==> src/gsal_pkg.sv <==
`timescale 1ns / 1ps
// ----------------------------------------------------------------------------
// gsal_pkg
// shared types and constants of the gas sensor average and linearize unit
// ----------------------------------------------------------------------------
package gsal_pkg;

    // sample averaging
    localparam int SAMPLES     = 8;
    localparam int SAMPLE_BITS = 23;
    localparam int AVG_SHIFT   = $clog2(SAMPLES);
    localparam int SUM_W       = SAMPLE_BITS + AVG_SHIFT;
    localparam int CNT_W       = (SAMPLES > 1) ? $clog2(SAMPLES) : 1;

    // field widths
    localparam int MEAN_W  = 23;
    localparam int LEVEL_W = 16;
    localparam int SEC_W   = 12;
    localparam int CD_W    = 13;
    localparam int OP_W    = 2;

    // serial multiply / divide: one bit of the level-wide operand per step
    localparam int STEP_W = $clog2(LEVEL_W);

    // apb
    localparam int ADDR_W = 5;
    localparam int DATA_W = 32;

    typedef logic [OP_W-1:0] op_t;
    localparam op_t OP_SAMPLE   = 2'd0;
    localparam op_t OP_TICK     = 2'd1;
    localparam op_t OP_POWER_ON = 2'd2;

    typedef logic [2:0] reg_idx_t;
    localparam reg_idx_t REG_ADC_POINT_0    = 3'd0;
    localparam reg_idx_t REG_ADC_POINT_1    = 3'd1;
    localparam reg_idx_t REG_ADC_POINT_2    = 3'd2;
    localparam reg_idx_t REG_LEVEL_AT_0     = 3'd3;
    localparam reg_idx_t REG_LEVEL_AT_1     = 3'd4;
    localparam reg_idx_t REG_LEVEL_AT_2     = 3'd5;
    localparam reg_idx_t REG_WARMUP_SECONDS = 3'd6;

    localparam logic [MEAN_W-1:0]  RST_ADC_POINT_0    = 23'd325000;
    localparam logic [MEAN_W-1:0]  RST_ADC_POINT_1    = 23'd1400000;
    localparam logic [MEAN_W-1:0]  RST_ADC_POINT_2    = 23'd1890000;
    localparam logic [LEVEL_W-1:0] RST_LEVEL_AT_0     = 16'd0;
    localparam logic [LEVEL_W-1:0] RST_LEVEL_AT_1     = 16'd130;
    localparam logic [LEVEL_W-1:0] RST_LEVEL_AT_2     = 16'd300;
    localparam logic [SEC_W-1:0]   RST_WARMUP_SECONDS = 12'd180;

    typedef enum logic [2:0] {
        ST_IDLE,
        ST_SETUP,
        ST_MUL,
        ST_DIV,
        ST_DONE
    } state_t;

    // control of the serial multiply / divide unit
    typedef struct packed {
        logic load;
        logic mul_step;
        logic div_step;
    } md_ctrl_t;

endpackage

==> src/gsal_muldiv.sv <==
`timescale 1ns / 1ps
// ----------------------------------------------------------------------------
// gsal_muldiv
// bit-serial shift-add multiplier followed by restoring divider
// ----------------------------------------------------------------------------
module gsal_muldiv (
    input  logic                          aclk,
    input  gsal_pkg::md_ctrl_t            ctrl,
    input  logic [gsal_pkg::MEAN_W-1:0]   mcand,
    input  logic [gsal_pkg::LEVEL_W-1:0]  mplier,
    input  logic [gsal_pkg::MEAN_W-1:0]   divisor,
    output logic [gsal_pkg::LEVEL_W-1:0]  quotient
);
    import gsal_pkg::*;

    logic [MEAN_W-1:0]  hi_reg;
    logic [LEVEL_W-1:0] lo_reg;
    logic [MEAN_W-1:0]  mcand_reg;
    logic [MEAN_W-1:0]  den_reg;

    logic [MEAN_W:0]    mul_sum;
    logic [MEAN_W:0]    div_rem;
    logic [MEAN_W:0]    div_diff;
    logic               div_ge;

    // product lives in {hi, lo}; the divider shifts lo into hi and quotient bits into lo
    always_comb begin
        mul_sum  = {1'b0, hi_reg} + (lo_reg[0] ? {1'b0, mcand_reg} : '0);
        div_rem  = {hi_reg, lo_reg[LEVEL_W-1]};
        div_ge   = (div_rem >= {1'b0, den_reg});
        div_diff = div_rem - {1'b0, den_reg};
    end

    always_ff @(posedge aclk) begin
        if (ctrl.load) begin
            hi_reg    <= '0;
            lo_reg    <= mplier;
            mcand_reg <= mcand;
            den_reg   <= divisor;
        end else if (ctrl.mul_step) begin
            hi_reg <= mul_sum[MEAN_W:1];
            lo_reg <= {mul_sum[0], lo_reg[LEVEL_W-1:1]};
        end else if (ctrl.div_step) begin
            hi_reg <= div_ge ? div_diff[MEAN_W-1:0] : div_rem[MEAN_W-1:0];
            lo_reg <= {lo_reg[LEVEL_W-2:0], div_ge};
        end
    end

    assign quotient = lo_reg;

endmodule

==> src/gas_sensor_average_and_linearize_unit.sv <==
`timescale 1ns / 1ps
// ----------------------------------------------------------------------------
// gas_sensor_average_and_linearize_unit
// sensor sample averaging with three-breakpoint linear calibration
// ----------------------------------------------------------------------------
// Each input transaction is a converter sample, a one-second tick or a
// power-on event. Samples are summed; every eighth sample produces one
// result transaction with the mean, a calibrated level interpolated between
// three programmable breakpoints (zero at or below the first, the last level
// past the table), a ready flag and a negative seconds countdown while
// the sensor is warming up. Ticks, power-on events and samples that do not
// close a group are taken while the sequencer stays idle. A closing sample
// on an interpolated segment passes through a setup state, the bit-serial
// multiplier, the radix-2 divider that shares its registers, and a final
// state that forms the level for the output register. A mean at or below
// the first breakpoint or past the table skips the multiply and divide and
// goes from setup to the final state. The input is held off while the level
// is computed. The output register lets new input transactions in while a
// result waits; a second closing sample then waits in its final state until
// the first result is taken. Breakpoints, levels and the warm-up time must
// be written through the APB port only while idle; the block does not enforce it.
// ----------------------------------------------------------------------------
module gas_sensor_average_and_linearize_unit (
    input  logic                               aclk,
    input  logic                               aresetn,
    // input transactions
    input  logic                               s_valid,
    output logic                               s_ready,
    input  logic [gsal_pkg::OP_W-1:0]          s_op,
    input  logic [gsal_pkg::SAMPLE_BITS-1:0]   s_sample,
    // result transactions
    output logic                               m_valid,
    input  logic                               m_ready,
    output logic [gsal_pkg::MEAN_W-1:0]        m_mean_sample,
    output logic [gsal_pkg::LEVEL_W-1:0]       m_level,
    output logic                               m_ready_res,
    output logic signed [gsal_pkg::CD_W-1:0]   m_countdown,
    // configuration
    input  logic                               psel,
    input  logic                               penable,
    input  logic                               pwrite,
    input  logic [gsal_pkg::ADDR_W-1:0]        paddr,
    input  logic [gsal_pkg::DATA_W-1:0]        pwdata,
    output logic [gsal_pkg::DATA_W-1:0]        prdata,
    output logic                               pready
);
    import gsal_pkg::*;

    // configuration registers
    logic [MEAN_W-1:0]  adc_point_0_reg;
    logic [MEAN_W-1:0]  adc_point_1_reg;
    logic [MEAN_W-1:0]  adc_point_2_reg;
    logic [LEVEL_W-1:0] level_at_0_reg;
    logic [LEVEL_W-1:0] level_at_1_reg;
    logic [LEVEL_W-1:0] level_at_2_reg;
    logic [SEC_W-1:0]   warmup_seconds_reg;

    // accumulator and warm-up state
    logic [SUM_W-1:0]   sample_sum_reg;
    logic [SUM_W-1:0]   sample_sum_next;
    logic [CNT_W-1:0]   sample_count_reg;
    logic [SEC_W-1:0]   elapsed_reg;
    logic [SEC_W-1:0]   elapsed_next;
    logic               warm_reg;

    // captured at the closing sample
    logic [MEAN_W-1:0]  mean_reg;
    logic               ready_res_reg;
    logic [CD_W-1:0]    countdown_reg;

    // level computation
    state_t             state_reg;
    state_t             state_next;
    logic [STEP_W-1:0]  step_reg;
    logic               use_div_reg;
    logic               neg_reg;
    logic [LEVEL_W-1:0] base_reg;
    logic [LEVEL_W-1:0] direct_reg;

    // output register
    logic               m_valid_reg;
    logic [MEAN_W-1:0]  m_mean_reg;
    logic [LEVEL_W-1:0] m_level_reg;
    logic               m_ready_res_reg;
    logic [CD_W-1:0]    m_countdown_reg;

    logic               s_fire;
    logic               cfg_wr;
    reg_idx_t           cfg_idx;
    logic               group_done;
    logic [CD_W-1:0]    countdown_now;

    // segment selection in the setup cycle
    logic               below_p0;
    logic               below_p1;
    logic               below_p2;
    logic [MEAN_W-1:0]  seg_pa;
    logic [MEAN_W-1:0]  seg_pb;
    logic [LEVEL_W-1:0] seg_la;
    logic [LEVEL_W-1:0] seg_lb;
    logic [LEVEL_W:0]   seg_dl;
    logic [LEVEL_W:0]   seg_dl_mag;
    logic [MEAN_W-1:0]  md_mcand;
    logic [MEAN_W-1:0]  md_den;
    logic [LEVEL_W-1:0] md_mplier;
    logic [LEVEL_W-1:0] md_quot;
    md_ctrl_t           md_ctrl;

    logic               out_load;
    logic [LEVEL_W-1:0] level_final;
    logic               step_last;

    assign pready  = 1'b1;
    assign cfg_wr  = psel & penable & pwrite & pready;
    assign cfg_idx = paddr[ADDR_W-1:2];

    // ------------------------------------------------------------------
    // configuration port
    // ------------------------------------------------------------------
    always_ff @(posedge aclk) begin
        if (!aresetn) begin
            adc_point_0_reg    <= RST_ADC_POINT_0;
            adc_point_1_reg    <= RST_ADC_POINT_1;
            adc_point_2_reg    <= RST_ADC_POINT_2;
            level_at_0_reg     <= RST_LEVEL_AT_0;
            level_at_1_reg     <= RST_LEVEL_AT_1;
            level_at_2_reg     <= RST_LEVEL_AT_2;
            warmup_seconds_reg <= RST_WARMUP_SECONDS;
        end else if (cfg_wr) begin
            unique case (cfg_idx)
                REG_ADC_POINT_0:    adc_point_0_reg    <= pwdata[MEAN_W-1:0];
                REG_ADC_POINT_1:    adc_point_1_reg    <= pwdata[MEAN_W-1:0];
                REG_ADC_POINT_2:    adc_point_2_reg    <= pwdata[MEAN_W-1:0];
                REG_LEVEL_AT_0:     level_at_0_reg     <= pwdata[LEVEL_W-1:0];
                REG_LEVEL_AT_1:     level_at_1_reg     <= pwdata[LEVEL_W-1:0];
                REG_LEVEL_AT_2:     level_at_2_reg     <= pwdata[LEVEL_W-1:0];
                REG_WARMUP_SECONDS: warmup_seconds_reg <= pwdata[SEC_W-1:0];
                default: ;  // writes past the register list are dropped
            endcase
        end
    end

    always_comb begin
        unique case (cfg_idx)
            REG_ADC_POINT_0:    prdata = DATA_W'(adc_point_0_reg);
            REG_ADC_POINT_1:    prdata = DATA_W'(adc_point_1_reg);
            REG_ADC_POINT_2:    prdata = DATA_W'(adc_point_2_reg);
            REG_LEVEL_AT_0:     prdata = DATA_W'(level_at_0_reg);
            REG_LEVEL_AT_1:     prdata = DATA_W'(level_at_1_reg);
            REG_LEVEL_AT_2:     prdata = DATA_W'(level_at_2_reg);
            REG_WARMUP_SECONDS: prdata = DATA_W'(warmup_seconds_reg);
            default:            prdata = '0;
        endcase
    end

    // ------------------------------------------------------------------
    // input side: accumulate samples, count seconds
    // ------------------------------------------------------------------
    assign s_ready = (state_reg == ST_IDLE);
    assign s_fire  = s_valid & s_ready;

    assign sample_sum_next = sample_sum_reg + SUM_W'(s_sample);
    assign group_done      = (sample_count_reg == CNT_W'(SAMPLES - 1));

    // saturating seconds counter
    assign elapsed_next = (elapsed_reg == '1) ? elapsed_reg : elapsed_reg + 1'b1;

    // negative distance to the end of warm-up, zero once reached or warm
    always_comb begin
        if (warm_reg || (elapsed_reg >= warmup_seconds_reg)) begin
            countdown_now = '0;
        end else begin
            countdown_now = {1'b0, elapsed_reg} - {1'b0, warmup_seconds_reg};
        end
    end

    always_ff @(posedge aclk) begin
        if (!aresetn) begin
            sample_sum_reg   <= '0;
            sample_count_reg <= '0;
            elapsed_reg      <= '0;
            warm_reg         <= 1'b0;
        end else if (s_fire) begin
            case (s_op)
                OP_SAMPLE: begin
                    if (group_done) begin
                        sample_sum_reg   <= '0;
                        sample_count_reg <= '0;
                    end else begin
                        sample_sum_reg   <= sample_sum_next;
                        sample_count_reg <= sample_count_reg + 1'b1;
                    end
                end
                OP_TICK: begin
                    elapsed_reg <= elapsed_next;
                    if (elapsed_next >= warmup_seconds_reg) begin
                        warm_reg <= 1'b1;
                    end
                end
                OP_POWER_ON: begin
                    elapsed_reg <= '0;
                    warm_reg    <= 1'b0;
                end
                default: ;  // unused op code is taken and ignored
            endcase
        end
    end

    // snapshot of the closing sample's mean and warm-up status
    always_ff @(posedge aclk) begin
        if (s_fire && (s_op == OP_SAMPLE) && group_done) begin
            mean_reg      <= MEAN_W'(sample_sum_next >> AVG_SHIFT);
            ready_res_reg <= warm_reg;
            countdown_reg <= countdown_now;
        end
    end

    // ------------------------------------------------------------------
    // level computation sequencer
    // ------------------------------------------------------------------
    assign step_last = (step_reg == STEP_W'(LEVEL_W - 1));

    always_comb begin
        state_next = state_reg;
        unique case (state_reg)
            ST_IDLE: begin
                if (s_fire && (s_op == OP_SAMPLE) && group_done) begin
                    state_next = ST_SETUP;
                end
            end
            ST_SETUP: begin
                if (below_p0 || (!below_p1 && !below_p2)) begin
                    state_next = ST_DONE;
                end else begin
                    state_next = ST_MUL;
                end
            end
            ST_MUL: begin
                if (step_last) begin
                    state_next = ST_DIV;
                end
            end
            ST_DIV: begin
                if (step_last) begin
                    state_next = ST_DONE;
                end
            end
            ST_DONE: begin
                if (out_load) begin
                    state_next = ST_IDLE;
                end
            end
            default: state_next = ST_IDLE;
        endcase
    end

    always_comb begin
        md_ctrl  = '0;
        out_load = 1'b0;
        unique case (state_reg)
            ST_SETUP: md_ctrl.load     = 1'b1;
            ST_MUL:   md_ctrl.mul_step = 1'b1;
            ST_DIV:   md_ctrl.div_step = 1'b1;
            ST_DONE:  out_load         = !m_valid_reg || m_ready;
            default: ;
        endcase
    end

    always_ff @(posedge aclk) begin
        if (!aresetn) begin
            state_reg <= ST_IDLE;
            step_reg  <= '0;
        end else begin
            state_reg <= state_next;
            if ((state_reg == ST_MUL) || (state_reg == ST_DIV)) begin
                step_reg <= step_reg + 1'b1;
            end else begin
                step_reg <= '0;
            end
        end
    end

    // segment choice: at or below p0 gives zero, below p1 the first segment,
    // else below p2 the second, else the last level
    always_comb begin
        below_p0 = (mean_reg <= adc_point_0_reg);
        below_p1 = (mean_reg <  adc_point_1_reg);
        below_p2 = (mean_reg <  adc_point_2_reg);
        if (below_p1) begin
            seg_pa = adc_point_0_reg;
            seg_pb = adc_point_1_reg;
            seg_la = level_at_0_reg;
            seg_lb = level_at_1_reg;
        end else begin
            seg_pa = adc_point_1_reg;
            seg_pb = adc_point_2_reg;
            seg_la = level_at_1_reg;
            seg_lb = level_at_2_reg;
        end
        seg_dl     = {1'b0, seg_lb} - {1'b0, seg_la};
        seg_dl_mag = seg_dl[LEVEL_W] ? (~seg_dl + 1'b1) : seg_dl;
        md_mcand   = mean_reg - seg_pa;
        md_den     = seg_pb - seg_pa;
        md_mplier  = seg_dl_mag[LEVEL_W-1:0];
    end

    always_ff @(posedge aclk) begin
        if (state_reg == ST_SETUP) begin
            use_div_reg <= !below_p0 && (below_p1 || below_p2);
            neg_reg     <= seg_dl[LEVEL_W];
            base_reg    <= seg_la;
            direct_reg  <= below_p0 ? '0 : level_at_2_reg;
        end
    end

    // |product| / den, sign applied afterwards: truncation toward zero
    gsal_muldiv u_muldiv (
        .aclk     (aclk),
        .ctrl     (md_ctrl),
        .mcand    (md_mcand),
        .mplier   (md_mplier),
        .divisor  (md_den),
        .quotient (md_quot)
    );

    // quotient is below the level step, so the result stays between the two levels
    always_comb begin
        if (!use_div_reg) begin
            level_final = direct_reg;
        end else if (neg_reg) begin
            level_final = base_reg - md_quot;
        end else begin
            level_final = base_reg + md_quot;
        end
    end

    // ------------------------------------------------------------------
    // output register
    // ------------------------------------------------------------------
    always_ff @(posedge aclk) begin
        if (!aresetn) begin
            m_valid_reg <= 1'b0;
        end else if (out_load) begin
            m_valid_reg <= 1'b1;
        end else if (m_ready) begin
            m_valid_reg <= 1'b0;
        end
    end

    always_ff @(posedge aclk) begin
        if (out_load) begin
            m_mean_reg      <= mean_reg;
            m_level_reg     <= level_final;
            m_ready_res_reg <= ready_res_reg;
            m_countdown_reg <= countdown_reg;
        end
    end

    assign m_valid       = m_valid_reg;
    assign m_mean_sample = m_mean_reg;
    assign m_level       = m_level_reg;
    assign m_ready_res   = m_ready_res_reg;
    assign m_countdown   = m_countdown_reg;

endmodule
==> config.mk <==
export PLATFORM = sky130hd
export DESIGN_NAME = gas_sensor_average_and_linearize_unit
export DESIGN_NICKNAME = d
export VERILOG_FILES = /design/src/gsal_pkg.sv /design/src/gsal_muldiv.sv /design/src/gas_sensor_average_and_linearize_unit.sv
export SDC_FILE = /design/constraint.sdc
export NUM_CORES = 1
export LEC_CHECK = 0
export BUFFER_PORTS_ARGS = -buffer_cell sky130_fd_sc_hd__buf_2
export CORE_MARGIN = 4
export CORE_UTILIZATION = 60
export DETAILED_ROUTE_END_ITERATION = 10
export PLACE_DENSITY = 0.85
export SLEW_MARGIN = 20
export SYNTH_ARGS = -nofsm -noshare
export SYNTH_HDL_FRONTEND = slang
export SYNTH_SLANG_ARGS = --single-unit
==> constraint.sdc <==
create_clock -name aclk -period 8.4 [get_ports aclk]
set_clock_uncertainty 0.15 [all_clocks]
set_input_delay 0 -clock aclk [delete_from_list [all_inputs] [get_ports aclk]]
set_output_delay 0 -clock aclk [all_outputs]
set_load 0.02 [all_outputs]
Yosys cells after proc, flatten, opt, wreduce, memory -nomap -nowiden
Cells that the tools add are included.
{"block": "word_totals", "input_bits": 69, "register_bits": 388, "output_inout_bits": 88, "word_cells": 137}
{"block": "op_classes", "n_eq_ne": 20, "n_mux": 33, "n_bitwise": 4, "addsub": 13, "n_reduce_logical": 32, "magnitude_cmp": 6}
{"cell": "23-bit one-hot mux with 7 select lines", "count": 1}
{"cell": "23-bit 2-to-1 mux", "count": 6}
{"cell": "16-bit 2-to-1 mux", "count": 8}
{"cell": "23-bit subtractor", "count": 3}
{"cell": "23-bit < comparator", "count": 2}
{"cell": "26-bit by 23-bit adder with 26-bit output", "count": 1}
{"cell": "26-bit 2-to-1 mux", "count": 1}
{"cell": "23-bit by 23-bit adder with 24-bit output", "count": 1}
{"cell": "12-bit >= comparator", "count": 2}
{"cell": "24-bit by 23-bit >= comparator with 1-bit output", "count": 1}
{"cell": "12-bit one-hot mux with 2 select lines", "count": 1}
{"cell": "23-bit <= comparator", "count": 1}
{"cell": "2-bit AND reduction", "count": 10}
{"cell": "3-bit 2-to-1 mux", "count": 6}
{"cell": "16-bit by 16-bit subtractor with 17-bit output", "count": 1}
{"cell": "16-bit by 1-bit adder with 16-bit output (second input constant)", "count": 1}
{"cell": "16-bit adder", "count": 1}
{"cell": "16-bit NOT", "count": 1}
{"cell": "16-bit subtractor", "count": 1}
{"cell": "3-bit equality test (second input constant)", "count": 5}
{"cell": "3-bit one-hot mux with 5 select lines", "count": 1}
{"cell": "12-bit by 12-bit subtractor with 13-bit output", "count": 1}
{"cell": "12-bit by 1-bit adder with 12-bit output (second input constant)", "count": 1}
{"cell": "12-bit equality test (second input constant)", "count": 1}
{"cell": "22 further kinds", "count": 50}

Longest topological paths before layout
Gate-level depths: netlist (run 1).
{"block": "depth", "depth_word": 7, "mapped_depth": 23, "ltp_nobuf": 20}

By module
Synthesis (run 1) repeated with hierarchy kept, for this count alone.
{"block": "hier_totals", "cells_unflattened": 3002, "hier_area_um2": 26482.9}
{"mod": "gas_sensor_average_and_linearize_unit", "seq_area_each_um2": 7307.0, "cells_each": 2381, "area_each_um2": 20502.2, "instances": 1}
{"mod": "gsal_muldiv", "seq_area_each_um2": 2322.2, "cells_each": 621, "area_each_um2": 5980.7, "instances": 1}

Least setup slack after synthesis (run 1)
No wires, ideal clock.
{"block": "synth_path", "kind": "reg-to-reg", "from": "register mean_reg[12]", "to": "register u_muldiv.lo_reg[10] (netlist: u_muldiv.quotient[10]), data pin", "slack_ns": 3.126, "required_time_ns": 7.865, "path_buffers": 4, "t_arrival_ns": 4.738, "setup_time_ns": 0.385, "path_stages_with_launch": 22, "period_less_slack_ns": 5.274, "path_cell_list": "edfxtp_1 > ha_1 > a21o_1 > a221o_1 > a2111o_1 > a31oi_2 > buf_2 > buf_4 > mux2_1 > ha_1 > fa_1 > nor2b_1 > o21a_1 > o21ai_1 > a21o_1 > a21oi_1 > o221a_1 > clkbuf_1 > buf_2 > nor2_1 > xnor2_1 > a21oi_1"}
{"block": "synth_between", "elab_chain_cells": 7, "elab_cells_between_ends": 8, "classes_between": "add/sub (2); order compare (1); mux (4); bitwise (1)"}
{"element": "start, declared", "line_no": "gas_sensor_average_and_linearize_unit.sv:67", "text": "logic [MEAN_W-1:0] mean_reg;"}
{"element": "start signal, assigned", "line_no": "gas_sensor_average_and_linearize_unit.sv:212", "text": "mean_reg <= MEAN_W'(sample_sum_next >> AVG_SHIFT);"}
{"element": "23-bit < comparator (*)", "line_no": "gas_sensor_average_and_linearize_unit.sv:287", "text": "below_p1 = (mean_reg < adc_point_1_reg);"}
{"element": "16-bit 2-to-1 mux (*)", "line_no": "gas_sensor_average_and_linearize_unit.sv:289", "text": "if (below_p1) begin"}
{"element": "net seg_la[0]", "line_no": "gas_sensor_average_and_linearize_unit.sv:99", "text": "logic [LEVEL_W-1:0] seg_la;"}
{"element": "16-bit by 16-bit subtractor with 17-bit output (*)", "line_no": "gas_sensor_average_and_linearize_unit.sv:300", "text": "seg_dl = {1'b0, seg_lb} - {1'b0, seg_la};"}
{"element": "16-bit NOT", "line_no": "gas_sensor_average_and_linearize_unit.sv:301", "text": "seg_dl_mag = seg_dl[LEVEL_W] ? (~seg_dl + 1'b1) : seg_dl;"}
{"element": "16-bit by 1-bit adder with 16-bit output", "line_no": "gas_sensor_average_and_linearize_unit.sv:301"}
{"element": "16-bit 2-to-1 mux (*)", "line_no": "gas_sensor_average_and_linearize_unit.sv:301"}
{"element": "16-bit 2-to-1 mux (*)", "line_no": "gsal_muldiv.sv:35", "text": "if (ctrl.load) begin"}
{"element": "end signal, assigned", "line_no": "gsal_muldiv.sv:37", "text": "lo_reg <= mplier;"}
{"element": "end signal, assigned", "line_no": "gsal_muldiv.sv:42", "text": "lo_reg <= {mul_sum[0], lo_reg[LEVEL_W-1:1]};"}
{"element": "end signal, assigned", "line_no": "gsal_muldiv.sv:45", "text": "lo_reg <= {lo_reg[LEVEL_W-2:0], div_ge};"}
{"element": "end, declared", "line_no": "gsal_muldiv.sv:17", "text": "logic [LEVEL_W-1:0] lo_reg;"}
Mark *: on every way through the listed nets, which the timed path passes. The rest lies on a longest branch.
A chain may end at the register's enable or synchronous reset.

Final worst setup path (run 1)
{"block": "layout_path", "from": "register mean_reg[1]", "to": "register u_muldiv.lo_reg[4] (netlist: u_muldiv.quotient[4]), data pin"}
The elaborated chain is that of the path after synthesis.

==> impl_metrics.env, run 1 <==
export IMPL_cp_arrival_ns=6.53
export IMPL_antenna_cells=0
export IMPL_largest_reg_flops=26
export IMPL_grt_pass1_wl_mm=123
export IMPL_cts_sinks=388
export IMPL_cp_max_fo=29
export IMPL_wl_mm=78.7
export IMPL_ys_ff_latch=388
export IMPL_area_growth_pct=11.7
export IMPL_final_nets=3418
export IMPL_wl_per_cell_um=21.2
export IMPL_slew_violations=0
export IMPL_crit_family="compound AO/OA/AOI/OAI gates"
export IMPL_power_density_mw_per_mm2=152
export IMPL_drt_first_pass_iters=6
export IMPL_cts_tree="yes"
export IMPL_worstRegToRegCells=19
export IMPL_antenna_left=0
export IMPL_clk_latency_ns=0.60
export IMPL_ys_types=89
export IMPL_max_slew_margin_pct=14.3
export IMPL_synthArstFlopShare_pct=0
export IMPL_mostFrequentLayoutCell="nand2_1"
export IMPL_cp_required_ns=8.55
export IMPL_fp_dieW_um=217
export IMPL_layout_drive_gt1_share_pct=9.27
export IMPL_vias_per_cell=6.20
export IMPL_place_gp_congestion=0.982
export IMPL_max_stage_delay_ns=0.60
export IMPL_drv_cap=0
export IMPL_grt_max_degree=92
export IMPL_tns_ns=0
export IMPL_hold_violations=0
export IMPL_path_buf_inv=1
export IMPL_cp_start_kind="flop"
export IMPL_synthCells=2958
export IMPL_finalCritPeriodShare_pct=75.9
export IMPL_min_path_type="in2reg"
export IMPL_synth_avg_cell_area_um2=8.83
export IMPL_cts_buffers_inserted=42
export IMPL_synth_edf_count=186
export IMPL_die_y_um=217
export IMPL_clock_fmax_mhz=157
export IMPL_whs_path_depth=4
export IMPL_rsz0062_at_grt="no"
export IMPL_p_leak_nw=12.2
export IMPL_core_mm2=0.0431
export IMPL_path_clk_slew_ns=0.06
export IMPL_grt_usage_pct=32.8
export IMPL_cp_depth=19
export IMPL_crit_top_cell="a21oi_1"
export IMPL_yosys_warnings=0
export IMPL_finalPower_w=0.00445
export IMPL_drtIter0Drc=2481
export IMPL_synth_area_mm2=0.0261
export IMPL_synth_flop_cell="dfxtp_1"
export IMPL_criticalPathCategory="reg2reg"
export IMPL_status="finished, final reports clean"
export IMPL_htree_levels=2
export IMPL_final_cell_mix="nand2_1 (383), a21oi_1 (309), ha_1 (244)"
export IMPL_end_kind="flop"
export IMPL_initial_core_util_pct=60.7
export IMPL_ios=157
export IMPL_ir_drop_v=0.000148
export IMPL_cp_slowest_cell="o221a_1"
export IMPL_route_detailed_drc=0
export IMPL_clk_path_buf_depth=3
export IMPL_crit_chain="ha_1 > a21o_1 > a21oi_1 > o21ai_1 > a2111o_1 > a31oi_4 > buf_4 > mux2_1 > ha_1 > fa_1 > nor2b_1 > o21a_1 > o21ai_1 > a21o_1 > a21oi_1 > o221a_1 > nor2_1 > xor2_1 > a21oi_1"
export IMPL_grt_pass1_vias=22600
export IMPL_dp_hpwl_mm=58.7
export IMPL_grt_ovfl_total=0
export IMPL_antenna_found_initial=0
export IMPL_fin_crit_ns=6.37
export IMPL_final_setup_viol_count=0
export IMPL_rows=76
export IMPL_vias=23000
export IMPL_yosysSeqAreaShare_pct=36.9
export IMPL_die_area_mm2=0.0470
export IMPL_worst_slew_pin_slew_ns=1.28
export IMPL_port_buffers=135
export IMPL_cts_root_buf="clkbuf_16"
-- metal layers --
| layer | track usage [%] | up-vias | part of all wire (%) |
|---|---|---|---|
| li1 | - | 10900 | - |
| met1 | 43.2 | 10800 | 41 |
| met2 | 51.2 | 1161 | 44 |
| met3 | 6.98 | 239 | 9.4 |
| met4 | 16.7 | 0 | 5.8 |
| met5 | 0 | - | 0 |
-- Yosys cell counts (29+ instances only) --
cell / count / area [um2]
a22oi_1: 36 / 270
dfxtp_1: 202 / 4040
mux2_2: 40 / 450
nor2b_1: 42 / 263
a21oi_1: 309 / 1550
edfxtp_1: 186 / 5590
nand2b_1: 30 / 188
o21ai_0: 112 / 561
nand3_1: 55 / 275
xor2_1: 39 / 342
o21a_1: 29 / 218
xnor2_1: 118 / 1030
nor2_1: 230 / 863
and2_1: 55 / 344
mux2i_1: 54 / 541
o211ai_1: 49 / 368
a21o_1: 86 / 646
inv_1: 178 / 668
clkbuf_1: 95 / 357
ha_1: 244 / 3050
nand2_1: 383 / 1440
and3_1: 33 / 206
nor3_1: 40 / 200
-- layout make-up --
cell class / instances / area (um2)
Clock inverter: 18 / 205
Sequential cell: 388 / 9630
Multi-Input combinational cell: 2270 / 15300
Tap cell: 585 / 732
Inverter: 178 / 672
Fill cell: 3340 / 13900
Clock buffer: 59 / 1150
Timing Repair Buffer: 217 / 1440
-- path summary, 6_finish.rpt --
check                                       from                        endpoint  slack [ns]
setup / recovery           mean_reg[1]$_DFFE_PP_  u_muldiv.quotient[4]$_DFFE_PP_        2.03
hold / removal                       s_sample[4]           mean_reg[2]$_DFFE_PP_        0.02
setup reg to reg           mean_reg[1]$_DFFE_PP_  u_muldiv.quotient[4]$_DFFE_PP_        2.03
hold reg to reg   countdown_reg[3]$_SDFFCE_PP0P_        m_countdown[3]$_DFFE_PP_        0.27
-- repair_timing --
action / in CTS / in global routing
endpoints found under the setup margin: 0 / 0
resized for setup: 0 / 0
hold buffers: 59 / 2
endpoints found under the hold margin: 177 / 16
buffers inserted: 0 / 0
-- kinds of logic after synthesis --
kind of cell	after synthesis	synth area share, %
mux	103	4.53
buf+inv	308	4.66
other cells	2	0.0287
fa+ha+maj	252	12.3
flops	388	36.9
compound gates	806	19.9
simple gates	942	16.5
xor+xnor	157	5.26
-- worst reg2reg max path: stages (launching register included) --
cell and delay (ns):
edfxtp_1 0.53, ha_1 0.34, a21o_1 0.16, a21oi_1 0.17, o21ai_1 0.12, a2111o_1 0.46, a31oi_4 0.59, buf_4 0.49
mux2_1 0.40, ha_1 0.24, fa_1 0.42, nor2b_1 0.19, o21a_1 0.15, o21ai_1 0.17, a21o_1 0.23, a21oi_1 0.20
o221a_1 0.60, nor2_1 0.14, xor2_1 0.25, a21oi_1 0.10
-- stage by stage --
stage	setup slack [ns]	util, %	hold WS, ns	instance area, um2	instances
detailed placement	2.20	63.2	0.119	27200	3577
CTS	2.15	67.7	0.00689	29100	3713
floorplan	3.13	-	-0.0260	26200	2966
finish	2.03	67.7	0.0230	29200	3715
global placement	2.34	63.2	0.113	27200	3577
global route	1.69	67.7	0.0381	29200	3715
-- where the power goes --
part	switching [W]	leakage (nW)	internal, W
Combinational	0.000334	8.26	0.000231
Clock	0.000779	0.650	0.00108
Sequential	0.0000274	3.34	0.00200
No activity file was read; power rests on OpenSTA's default activity.
==> run 2: changes to the inputs <==
Clock period 8.4 ns to 6.25 ns, I/O delays scaled along.
==> run 2 against run 1 <==
  * The flow now finishes with violations (negative hold slack)
  * Sequential share of layout area decreased by 0.12 points
  * Critical path type unchanged
  * Highest routed layer unchanged
  * Utilization rose by 0.24 points
  * Wire length rose by 1.1%
  * Clock-buffer cell count did not move
  * Clock power rose by 40%
==> impl_metrics.env, run 2 (synthesis gave the netlist of run 1 again) <==
export IMPL_p_leak_nw=12.3
export IMPL_min_path_type="in2reg"
export IMPL_crit_start="mean_reg[12]$_DFFE_PP_"
export IMPL_vias=23500
export IMPL_die_area_mm2=0.0470
export IMPL_reg2reg_from="mean_reg[12]$_DFFE_PP_"
export IMPL_htree_levels=2
export IMPL_wl_mm=79.6
export IMPL_die_y_um=217
export IMPL_finalCritPeriodShare_pct=91.0
export IMPL_final_cell_mix="nand2_1 (383), a21oi_1 (309), ha_1 (244)"
export IMPL_cp_arrival_ns=5.83
export IMPL_cts_tree="yes"
export IMPL_slew_violations=0
export IMPL_clock_power_share_pct=42.8
export IMPL_clock_fmax_mhz=176
export IMPL_largest_reg_flops=26
export IMPL_end_kind="flop"
export IMPL_power_density_mw_per_mm2=208
export IMPL_cts_sinks=388
export IMPL_criticalPathCategory="reg2reg"
export IMPL_pwr_share_seq_pct=44.7
export IMPL_finalHoldWorstSlack_ns=-0.0172
export IMPL_grt_ovfl_total=0
export IMPL_max_slew_margin_pct=21.6
export IMPL_rsz0062_at_grt="no"
export IMPL_path_clk_slew_ns=0.06
export IMPL_fin_crit_ns=5.69
export IMPL_dp_hpwl_mm=59.7
export IMPL_status="complete, but fails checks"
export IMPL_ios=157
export IMPL_mostFrequentLayoutCell="nand2_1"
export IMPL_clk_path_buf_depth=3
export IMPL_antenna_found_initial=0
export IMPL_grt_max_degree=92
export IMPL_rows=76
export IMPL_cp_required_ns=6.40
export IMPL_cp_start_kind="flop"
export IMPL_intPower_w=0.00451
export IMPL_power_frac_comb_pct=12.5
export IMPL_place_gp_congestion=0.975
export IMPL_finalPower_w=0.00609
export IMPL_ir_drop_v=0.000200
export IMPL_worst_slew_pin_slew_ns=1.17
export IMPL_grt_pass1_vias=22600
export IMPL_post_cts_buffers=0
export IMPL_final_nets=3421
export IMPL_cts_root_buf="clkbuf_16"
export IMPL_clk_latency_ns=0.59
export IMPL_min_delay_start="paddr[2]"
export IMPL_vias_per_cell=6.31
export IMPL_route_detailed_drc=0
export IMPL_p_sw_w=0.00158
export IMPL_violations="negative hold slack"
export IMPL_grt_usage_pct=32.8
export IMPL_area_growth_pct=12.0
export IMPL_hold_violations=10
export IMPL_drtIter0Drc=2787
export IMPL_drt_first_pass_iters=6
export IMPL_port_buffers=135
export IMPL_cp_max_fo=32
export IMPL_layout_drive_gt1_share_pct=9.60
export IMPL_tns_ns=0
export IMPL_drv_cap=0
export IMPL_wl_per_cell_um=21.4
export IMPL_core_mm2=0.0431
export IMPL_grt_pass1_wl_mm=123
export IMPL_final_setup_viol_count=0
export IMPL_swShare_pct=26.0
export IMPL_cts_buffers_inserted=43
export IMPL_initial_core_util_pct=60.7
export IMPL_fp_dieW_um=217
export IMPL_antenna_left=0
-- run 2: per-layer routing --
layer	track usage [%]	share of wire (%)	vias up
li1	-	-	10900
met1	43.4	40	11100
met2	52.3	45	1258
met3	5.69	9.2	243
met4	16.0	5.4	0
met5	0	0	-
-- run 2: through the flow --
| step | instances | area [um2] | worst slack (ns) | utilization (%) |
|---|---|---|---|---|
| after detailed placement | 3577 | 27200 | 0.728 | 63.2 |
| after global routing | 3719 | 29300 | 0.349 | 68.0 |
| after floorplan | 2966 | 26200 | 0.976 | - |
| final | 3720 | 29300 | 0.564 | 68.0 |
| after CTS | 3718 | 29300 | 0.669 | 67.9 |
| after global placement | 3577 | 27200 | 0.883 | 63.2 |
-- run 2: worst max-delay path, stage by stage, from the launching register on --
cell and delay, ns:
edfxtp_1 0.48, ha_1 0.34, a21o_1 0.17, a221o_1 0.33, a2111o_1 0.40, a31oi_4 0.22, buf_12 0.23, mux2_2 0.37
ha_1 0.35, a21o_1 0.22, a31oi_1 0.35, nand2_1 0.16, xnor2_1 0.43, nand3_1 0.26, nor4b_2 0.43, a41oi_1 0.18
xnor2_1 0.22, a21oi_1 0.10
-- run 2: final cells by class --
cell class,instances,area (um2)
Fill cell,3268,13800
Multi-Input combinational cell,2270,15300
Clock buffer,59,1160
Inverter,178,672
Sequential cell,388,9630
Clock inverter,20,262
Tap cell,585,732
Timing Repair Buffer,219,1480
Antenna cell,1,2.50
-- run 2: what timing repair did --
| item | CTS | global route |
|---|---|---|
| hold buffers | 62 | 1 |
| endpoints found under the hold margin | 175 | 15 |
| resized for setup | 0 | 0 |
-- run 2: power groups by stage --
stage	clock network, W	registers (W)	logic (W)
5_1_grt	0.00272	0.00272	0.000825
6_report	0.00260	0.00272	0.000761
3_5_place_dp	0	0.00277	0.000705
4_1_cts	0.00262	0.00272	0.000743
2_1_floorplan	0	0.00276	0.000531
3_3_place_gp	0	0.00277	0.000681
-- run 2: final timing paths --
kind | cells after the start | endpoint | slack [ns]
worst min register to register | 0 | m_countdown[6]$_DFFE_PP_ | 0.27
worst min-delay path | 5 | level_at_0_reg[11]$_SDFFE_PN0P_ | -0.02
worst max register to register | 17 | u_muldiv.quotient[13]$_DFFE_PP_ | 0.56
worst max-delay path | 17 | u_muldiv.quotient[13]$_DFFE_PP_ | 0.56
